<file path="src/rtl/homogeneous_point_transform_assert.svh">
// Assertion macros for the homogeneous point transform block.
// Used by modules that include this header; expects signals clock and reset in scope.
`ifndef HOMOGENEOUS_POINT_TRANSFORM_ASSERT_SVH
`define HOMOGENEOUS_POINT_TRANSFORM_ASSERT_SVH
`ifndef SYNTHESIS
// same-cycle implication
`define HPT_ASSERT_IMPL(lbl, ante, cons, msg) \
   lbl: assert property (@(posedge clock) disable iff (reset) (ante) |-> (cons)) \
      else $error(msg);
// next-cycle implication
`define HPT_ASSERT_SEQ(lbl, ante, cons, msg) \
   lbl: assert property (@(posedge clock) disable iff (reset) (ante) |=> (cons)) \
      else $error(msg);
`else
`define HPT_ASSERT_IMPL(lbl, ante, cons, msg)
`define HPT_ASSERT_SEQ(lbl, ante, cons, msg)
`endif
`endif

</file>
<file path="src/rtl/hpt_pkg.sv">
// Shared constants, types and the 32-bit clamp for the homogeneous point transform.
// No dependencies; imported by hpt_div and homogeneous_point_transform.
package hpt_pkg;

   localparam int FRAC_BITS  = 16;
   localparam int DATA_W     = 32;
   localparam int PROD_W     = 2 * DATA_W;
   // three shifted products plus a 32-bit bias, exact
   localparam int ACC_W      = PROD_W - FRAC_BITS + 2;
   // divider dividend magnitude is |c| << FRAC_BITS
   localparam int NUM_W      = DATA_W + FRAC_BITS;
   localparam int QUO_W      = NUM_W + 1;
   localparam int CLAMP_W    = (ACC_W > QUO_W) ? ACC_W : QUO_W;
   localparam int REQ_DATA_W = 136;
   localparam int RSP_DATA_W = 3 * DATA_W;

   typedef enum logic [1:0] {
      OP_LOAD   = 2'd0,
      OP_AFFINE = 2'd1,
      OP_PROJ   = 2'd2
   } op_type;

   typedef struct packed {
      logic [DATA_W-1:0] value;
      logic              clamped;
   } clamp_type;

   function automatic clamp_type clamp_data(input logic signed [CLAMP_W-1:0] v);
      clamp_type r;
      logic      fits;
      fits = (&v[CLAMP_W-1:DATA_W-1]) | ~(|v[CLAMP_W-1:DATA_W-1]);
      r.clamped = ~fits;
      if (fits) begin
         r.value = v[DATA_W-1:0];
      end else begin
         r.value = {v[CLAMP_W-1], {(DATA_W-1){~v[CLAMP_W-1]}}};
      end
      return r;
   endfunction

endpackage

</file>
<file path="src/rtl/homogeneous_point_transform.sv">
// Homogeneous point transform: 4x4 row-vector matrix store, shared multiply-accumulate
// sequencer and perspective divide. Depends on hpt_pkg, hpt_div and the assert header.
//
// Usage:
//  req channel: tuser is the operation (load entry, affine, projective). A load
//   writes one Q16.16 matrix entry and returns nothing; code 3 is dropped silently.
//  rsp channel: one transaction per affine or projective transform, carrying x, y, z
//   and the w-was-zero and saturated flags.
//  Sequencing: a load leaves the sequencer idle, so the next transaction is taken right after.
//   A column runs bias, then multiply and accumulate for each of three rows, then clamp.
//   Affine: 3 columns, then the result is handed to the output stage.
//   Projective: 4 columns, a w check, then three divisions on the one restoring
//   divider (48 quotient bits, one per cycle); when w is zero the divisions are
//   skipped and x, y, z are returned as zero.
//  A finished result sits in the rsp output register; the next transaction can be
//   taken while it waits. If the receiver stalls, the sequencer holds its result in
//   the output stage until the register frees up.
//  Reset (synchronous, active high) clears the matrix to zero and drops any result.
`include "homogeneous_point_transform_assert.svh"
module homogeneous_point_transform
   import hpt_pkg::*;
(
   input  logic                  clock,
   input  logic                  reset,
   input  logic                  req_tvalid,
   output logic                  req_tready,
   input  logic [1:0]            req_tuser,  // [1:0] operation
   // [3:0] entry_index, [35:4] entry_value, [67:36] point_x, [99:68] point_y,
   // [131:100] point_z, [135:132] zero
   input  logic [REQ_DATA_W-1:0] req_tdata,
   output logic                  rsp_tvalid,
   input  logic                  rsp_tready,
   output logic [RSP_DATA_W-1:0] rsp_tdata,  // [31:0] out_x, [63:32] out_y, [95:64] out_z
   output logic [1:0]            rsp_tuser   // [0] w_was_zero, [1] saturated
);

   typedef enum logic [2:0] {
      ST_IDLE,
      ST_BIAS,
      ST_MUL,
      ST_ACC,
      ST_COL_END,
      ST_WCHECK,
      ST_DIV_START,
      ST_DIV_WAIT
   } state_type;

   // out_pend_ff: finished result waiting for the output register
   state_type                state_ff;
   logic                     out_pend_ff;
   logic                     proj_ff;
   logic [1:0]               row_ff;
   logic [1:0]               col_ff;
   logic signed [DATA_W-1:0] matrix_ff [16];
   logic signed [DATA_W-1:0] pt_ff [3];
   logic signed [PROD_W-1:0] prod_ff;
   logic signed [ACC_W-1:0]  acc_ff;
   logic [DATA_W-1:0]        c_ff [3];
   logic [DATA_W-1:0]        w_ff;
   logic                     sat_ff;
   logic                     wzero_ff;
   logic                     rsp_valid_ff;
   logic [RSP_DATA_W-1:0]    rsp_data_ff;
   logic [1:0]               rsp_user_ff;

   logic [3:0]               entry_index;
   logic [DATA_W-1:0]        entry_value;
   logic signed [DATA_W-1:0] mat_rd;
   logic signed [PROD_W-1:0] prod_in;
   clamp_type                acc_clamp;
   clamp_type                quo_clamp;
   logic                     div_start;
   logic                     div_done;
   logic signed [QUO_W-1:0]  div_quo;
   logic                     req_fire;
   logic                     xform_fire;
   logic                     load_fire;
   logic                     wzero_clean;

   assign entry_index = req_tdata[3:0];
   assign entry_value = req_tdata[DATA_W+3:4];
   assign req_tready  = (state_ff == ST_IDLE) && !out_pend_ff;
   assign req_fire    = req_tvalid && req_tready;
   assign xform_fire  = req_fire && (req_tuser == OP_AFFINE || req_tuser == OP_PROJ);
   assign load_fire   = req_fire && (req_tuser == OP_LOAD);
   assign wzero_clean = (rsp_tdata == '0) && !rsp_tuser[1];

   assign mat_rd    = matrix_ff[{row_ff, col_ff}];
   assign prod_in   = mat_rd * pt_ff[row_ff];
   assign acc_clamp = clamp_data(CLAMP_W'(acc_ff));
   assign quo_clamp = clamp_data(CLAMP_W'(div_quo));
   assign div_start = (state_ff == ST_DIV_START);

   hpt_div u_div (
      .clock    (clock),
      .reset    (reset),
      .start    (div_start),
      .numer    ($signed(c_ff[col_ff])),
      .denom    ($signed(w_ff)),
      .done     (div_done),
      .quotient (div_quo)
   );

   always_ff @(posedge clock) begin
      if (reset) begin
         state_ff     <= ST_IDLE;
         out_pend_ff  <= 1'b0;
         rsp_valid_ff <= 1'b0;
         for (int i = 0; i < 16; i++) begin
            matrix_ff[i] <= '0;
         end
      end else begin
         // result waits here until the output register is free
         if (out_pend_ff && (!rsp_valid_ff || rsp_tready)) begin
            rsp_data_ff  <= {c_ff[2], c_ff[1], c_ff[0]};
            rsp_user_ff  <= {sat_ff, wzero_ff};
            rsp_valid_ff <= 1'b1;
            out_pend_ff  <= 1'b0;
         end else if (rsp_valid_ff && rsp_tready) begin
            rsp_valid_ff <= 1'b0;
         end
         case (state_ff)
            ST_IDLE: begin
               if (req_fire) begin
                  case (op_type'(req_tuser))
                     OP_LOAD: matrix_ff[entry_index] <= entry_value;
                     OP_AFFINE, OP_PROJ: begin
                        proj_ff  <= (op_type'(req_tuser) == OP_PROJ);
                        pt_ff[0] <= req_tdata[2*DATA_W+3:DATA_W+4];
                        pt_ff[1] <= req_tdata[3*DATA_W+3:2*DATA_W+4];
                        pt_ff[2] <= req_tdata[4*DATA_W+3:3*DATA_W+4];
                        sat_ff   <= 1'b0;
                        wzero_ff <= 1'b0;
                        row_ff   <= 2'd3;
                        col_ff   <= 2'd0;
                        state_ff <= ST_BIAS;
                     end
                     default: ;
                  endcase
               end
            end
            ST_BIAS: begin
               // row 3 enters unshifted
               acc_ff   <= ACC_W'(mat_rd);
               row_ff   <= 2'd0;
               state_ff <= ST_MUL;
            end
            ST_MUL: begin
               prod_ff  <= prod_in;
               state_ff <= ST_ACC;
            end
            ST_ACC: begin
               acc_ff <= acc_ff + ACC_W'(prod_ff >>> FRAC_BITS);
               if (row_ff == 2'd2) begin
                  state_ff <= ST_COL_END;
               end else begin
                  row_ff   <= row_ff + 1'b1;
                  state_ff <= ST_MUL;
               end
            end
            ST_COL_END: begin
               sat_ff <= sat_ff | acc_clamp.clamped;
               if (col_ff == 2'd3) begin
                  w_ff     <= acc_clamp.value;
                  state_ff <= ST_WCHECK;
               end else begin
                  c_ff[col_ff] <= acc_clamp.value;
                  if (col_ff == 2'd2 && !proj_ff) begin
                     out_pend_ff <= 1'b1;
                     state_ff    <= ST_IDLE;
                  end else begin
                     col_ff   <= col_ff + 1'b1;
                     row_ff   <= 2'd3;
                     state_ff <= ST_BIAS;
                  end
               end
            end
            ST_WCHECK: begin
               if (w_ff == '0) begin
                  for (int k = 0; k < 3; k++) begin
                     c_ff[k] <= '0;
                  end
                  wzero_ff    <= 1'b1;
                  sat_ff      <= 1'b0;
                  out_pend_ff <= 1'b1;
                  state_ff    <= ST_IDLE;
               end else begin
                  col_ff   <= 2'd0;
                  state_ff <= ST_DIV_START;
               end
            end
            ST_DIV_START: begin
               state_ff <= ST_DIV_WAIT;
            end
            ST_DIV_WAIT: begin
               if (div_done) begin
                  c_ff[col_ff] <= quo_clamp.value;
                  sat_ff       <= sat_ff | quo_clamp.clamped;
                  if (col_ff == 2'd2) begin
                     out_pend_ff <= 1'b1;
                     state_ff    <= ST_IDLE;
                  end else begin
                     col_ff   <= col_ff + 1'b1;
                     state_ff <= ST_DIV_START;
                  end
               end
            end
            default: state_ff <= ST_IDLE;
         endcase
      end
   end

   assign rsp_tvalid = rsp_valid_ff;
   assign rsp_tdata  = rsp_data_ff;
   assign rsp_tuser  = rsp_user_ff;

   `HPT_ASSERT_SEQ(a_xform_holds_off, xform_fire, !req_tready, "transform did not stall input")
   `HPT_ASSERT_SEQ(a_load_silent, load_fire && !rsp_tvalid, !rsp_tvalid, "load produced a result")
   `HPT_ASSERT_IMPL(a_div_nonzero, div_start, w_ff != '0, "divide started with zero w")
   `HPT_ASSERT_IMPL(a_div_done_expected, div_done, state_ff == ST_DIV_WAIT, "stray divider done")
   `HPT_ASSERT_IMPL(a_wzero_clean, rsp_tvalid && rsp_tuser[0], wzero_clean, "zero-w result not cleared")

endmodule

</file>
<file path="src/rtl/hpt_div.sv">
// Iterative signed divider: (numer << FRAC_BITS) / denom, truncated toward zero.
// Restoring, one quotient bit per cycle. Depends on hpt_pkg.
module hpt_div
   import hpt_pkg::*;
(
   input  logic                     clock,
   input  logic                     reset,
   input  logic                     start,
   input  logic signed [DATA_W-1:0] numer,
   input  logic signed [DATA_W-1:0] denom,
   output logic                     done,
   output logic signed [QUO_W-1:0]  quotient
);

   localparam int CNT_W = $clog2(NUM_W);

   typedef enum logic [1:0] {
      D_IDLE,
      D_RUN,
      D_FIN
   } div_state_type;

   div_state_type           state_ff;
   logic [CNT_W-1:0]        cnt_ff;
   logic [DATA_W-1:0]       rem_ff;
   logic [DATA_W-1:0]       den_ff;
   logic [NUM_W-1:0]        nq_ff;
   logic                    neg_ff;
   logic                    done_ff;
   logic signed [QUO_W-1:0] quo_ff;

   logic [DATA_W-1:0] mag_n;
   logic [DATA_W-1:0] mag_d;
   logic [DATA_W:0]   rem_sh;
   logic [DATA_W:0]   trial;
   logic              ge;

   // unsigned magnitudes; -2^31 maps to 2^31 correctly
   assign mag_n  = numer[DATA_W-1] ? (~numer + 1'b1) : numer;
   assign mag_d  = denom[DATA_W-1] ? (~denom + 1'b1) : denom;
   assign rem_sh = {rem_ff, nq_ff[NUM_W-1]};
   assign ge     = rem_sh >= {1'b0, den_ff};
   assign trial  = rem_sh - {1'b0, den_ff};

   always_ff @(posedge clock) begin
      if (reset) begin
         state_ff <= D_IDLE;
         done_ff  <= 1'b0;
      end else begin
         done_ff <= 1'b0;
         case (state_ff)
            D_IDLE: begin
               if (start) begin
                  nq_ff    <= {mag_n, {FRAC_BITS{1'b0}}};
                  den_ff   <= mag_d;
                  rem_ff   <= '0;
                  neg_ff   <= numer[DATA_W-1] ^ denom[DATA_W-1];
                  cnt_ff   <= CNT_W'(NUM_W - 1);
                  state_ff <= D_RUN;
               end
            end
            D_RUN: begin
               rem_ff <= ge ? trial[DATA_W-1:0] : rem_sh[DATA_W-1:0];
               nq_ff  <= {nq_ff[NUM_W-2:0], ge};
               if (cnt_ff == '0) begin
                  state_ff <= D_FIN;
               end else begin
                  cnt_ff <= cnt_ff - 1'b1;
               end
            end
            D_FIN: begin
               quo_ff   <= neg_ff ? -$signed({1'b0, nq_ff}) : $signed({1'b0, nq_ff});
               done_ff  <= 1'b1;
               state_ff <= D_IDLE;
            end
            default: state_ff <= D_IDLE;
         endcase
      end
   end

   assign done     = done_ff;
   assign quotient = quo_ff;

endmodule
</file>
<file path="config.mk">
export PLATFORM = sky130hd
export DESIGN_NAME = homogeneous_point_transform
export DESIGN_NICKNAME = d
export VERILOG_FILES = /design/src/rtl/hpt_pkg.sv /design/src/rtl/homogeneous_point_transform.sv /design/src/rtl/hpt_div.sv
export VERILOG_INCLUDE_DIRS = /design/src /design/src/rtl
export SDC_FILE = /design/constraint.sdc
export NUM_CORES = 2
export LEC_CHECK = 0
export ABC_AREA = 1
export BUFFER_PORTS_ARGS = -buffer_cell sky130_fd_sc_hd__buf_2
export CORE_AREA = 4 4 428 430
export CTS_CLUSTER_SIZE = 25
export DETAILED_ROUTE_END_ITERATION = 6
export DIE_AREA = 0 0 432 434
export PLACE_DENSITY = 0.66
export SYNTH_ARGS = -nofsm -noshare
export SYNTH_HDL_FRONTEND = slang
export SYNTH_SLANG_ARGS = --single-unit
</file>
<file path="constraint.sdc">
create_clock -name clock -period 13.14 [get_ports clock]
set_input_delay 0 -clock clock [delete_from_list [all_inputs] [get_ports clock]]
set_output_delay 0 -clock clock [all_outputs]
set_load 0.005 [all_outputs]
</file>
==> results.toml <==
[floorplanning]
start_util = 0.498
rows = 156
pin_count = 242
dieArea_um2 = 187000
chipHeight_um = 434
fp.dieW_um = 432
core_area_um2 = 180000

[grt]
antenna_found_initial = 5
grt_overflow_total = 0
grt_pass1_vias = 72800
grt_usage = 0.311
grt_first_pass_wirelength_um = 437000
grt_max_degree = 198

[finish]
drive_above_1_share = 0.0748
nets = 11200
multiInputGateArea_um2 = 48600
layout_common_cells = "1725 x nor2_1, 1424 x inv_1, 1231 x nand2_1, 1083 x fa_1, 1043 x edfxtp_1"
layout_commonest_cell = "nor2_1"
register_area_um2 = 33500
fill_cells = 15700
areaGrowthSynthToFinish_pct = 10.8

[critical_path]
required_ns = 13.66
start_kind = "register"
startpoint = "col_ff[1]"
cp-end-kind = "register"
r2r_end = "prod_ff[63]"
path_delay_family = "adder cells"
crit_arrival_ns = 11.21
worstRegToRegCells = 31
r2r_setup_slack_ns = 2.46
cp_common_cell = "fa_1"
cpMaxStageDelayCell = "buf_4"
slowest_delay_ns = 0.88
path_buf_inv = 8
timing.rr.start = "col_ff[1]"
criticalPathCategory = "register to register"
crit_fanout = 81

[clocking]
cts_max_level = 3
cts_buffers = 119
cts_resized = 0
clk_pin_slew_worst_paths_ns = 0.06
clock_latency_ns = 0.78
cts_sinks = 1151
cts-root-buf = "clkbuf_16"
clock_path_buffers = 3
cts_tree = "yes"

[routing]
wl_met3_um = 28900
routed_wirelength_um = 290000
wl_met2_um = 132000
wl_met1_um = 107000
drt_pass1_iterations = 6
drtIter0Drc = 6929
highest_layer = "met5"
wl_per_cell_um = 23.8
num_vias = 70000
viasPerCell = 5.75
ant_nets = 0
drcViolationCount = 0

[synthesis]
synthFlopType = "edfxtp_1"
synth_edf_count = 1043
async_flop_share = 0
synth_cell_type_count = 58
yosys.area.top_type = "edfxtp_1"
synth_top_area_share = 0.350
postSynthAreaPerCell_um2 = 9.48
yosys_warnings = 0
ys_seq_elements = 1151
syn_inst = 9432
netlist_top_cells_area = "edfxtp_1 35%, fa_1 24%, nor2_1 7.3%"
synth_area_um2 = 89500
yosysSeqAreaShare = 0.374
synth_fp_nets = 10900

[worst_hold_path]
hold_depth = 2
hold_start = "req_tdata[101]"
hp-class = "input pin to register"
holdPathEnd = "pt_ff[2][1]"

[timing]
min_period_over_period = 0.813
finalSetupViolCount = 0
final_hold_viol_count = 0
worst_pin_slew_ns = 1.39
rsz0062_at_grt = "no"
fmax_mhz = 93.6
slew_headroom = 0.0722
finalSetupTns_ns = 0
slew_violations = 0
fin_skew_ns = 0.0699
fin_crit_ns = 10.68

[placement]
dp_hpwl_um = 201000
port_buffers = 237
place_congestion = 0.957

[run]
max-cap-violations = 0

[outcome]
run_status = "complete, no violations"
[cell usage after synthesis, types with 35 or more instances]
cell,number
nor2_1,1732
inv_1,1426
nand2_1,1258
fa_1,1083
edfxtp_1,1043
o21ai_0,516
a21oi_1,423
clkbuf_1,294
ha_1,273
nand3_1,160
xor2_1,140
buf_2,137
nor3_1,125
dfxtp_1,108
o221ai_1,88
xnor2_1,75
o211ai_1,72
nand4_1,43
or2_2,40
o22ai_1,35
[sequential cells by signal (all words and copies together), names as in the netlist, 2 cells and up, named ones only]
register,count
matrix_ff,512
c_ff,128
pt_ff,96
rsp_tdata,96
acc_ff,50
u_div.quotient,49
prod_ff,48
u_div.nq_ff,48
u_div.den_ff,32
u_div.rem_ff,32
w_ff,32
u_div.cnt_ff,6
state_ff,3
col_ff,2
row_ff,2
rsp_tuser,2
u_div.state_ff,2
[what timing repair did]
item | CTS | global route
hold buffers | 232 | 0
buffers inserted | 0 | 0
endpoints found under the hold margin | 640 | 0
[metal layers]
layer / GRT usage / vias to the layer above
li1: - / 30700
met1: 0.382 / 34500
met2: 0.500 / 3883
met3: 0.0711 / 970
met4: 0.190 / 4
met5: 0.00208 / -
[final cells by class]
| class | instances | area share |
|---|---|---|
| diodes | 3 | 0.0000757 |
| clock buffers | 155 | 0.0316 |
| clock inverters | 69 | 0.00713 |
| inverters | 1466 | 0.0556 |
| multi-input cells | 6345 | 0.491 |
| flip-flops and latches | 1151 | 0.338 |
| well taps | 2370 | 0.0299 |
| repair buffers | 619 | 0.0470 |
[metrics by stage]
step                std cells  worst slack [ns]  hold slack (ns)   util  cell area (um^2)
CTS                     12200              2.67           0.0170  0.551             99100
global placement        11700              2.79            0.177  0.517             92900
global route            12200              2.05           0.0616  0.551             99100
finish                  12200              2.46           0.0880  0.551             99100
detailed placement      11700              2.67            0.178  0.517             92900
floorplan                9432              4.63           0.0989      -             89500
[cell families after synthesis]
| family | Yosys count | synth area share |
|---|---|---|
| compound gates | 1315 | 0.0846 |
| xor+xnor | 215 | 0.0210 |
| fa+ha+maj | 1356 | 0.281 |
| buf+inv | 1936 | 0.0844 |
| flops | 1151 | 0.374 |
| simple gates | 3459 | 0.155 |
[worst max-delay path by stage]
stage / end / cells past startpoint
3_3_place_gp: prod_ff[63] / 31
2_1_floorplan: prod_ff[63] / 31
3_5_place_dp: prod_ff[63] / 31
4_1_cts: prod_ff[63] / 31
5_1_grt: prod_ff[63] / 31
6_report: prod_ff[63] / 31
Power is not shown: default switching activity piles up to over one toggle a cycle in this logic, so the estimate is an artifact.
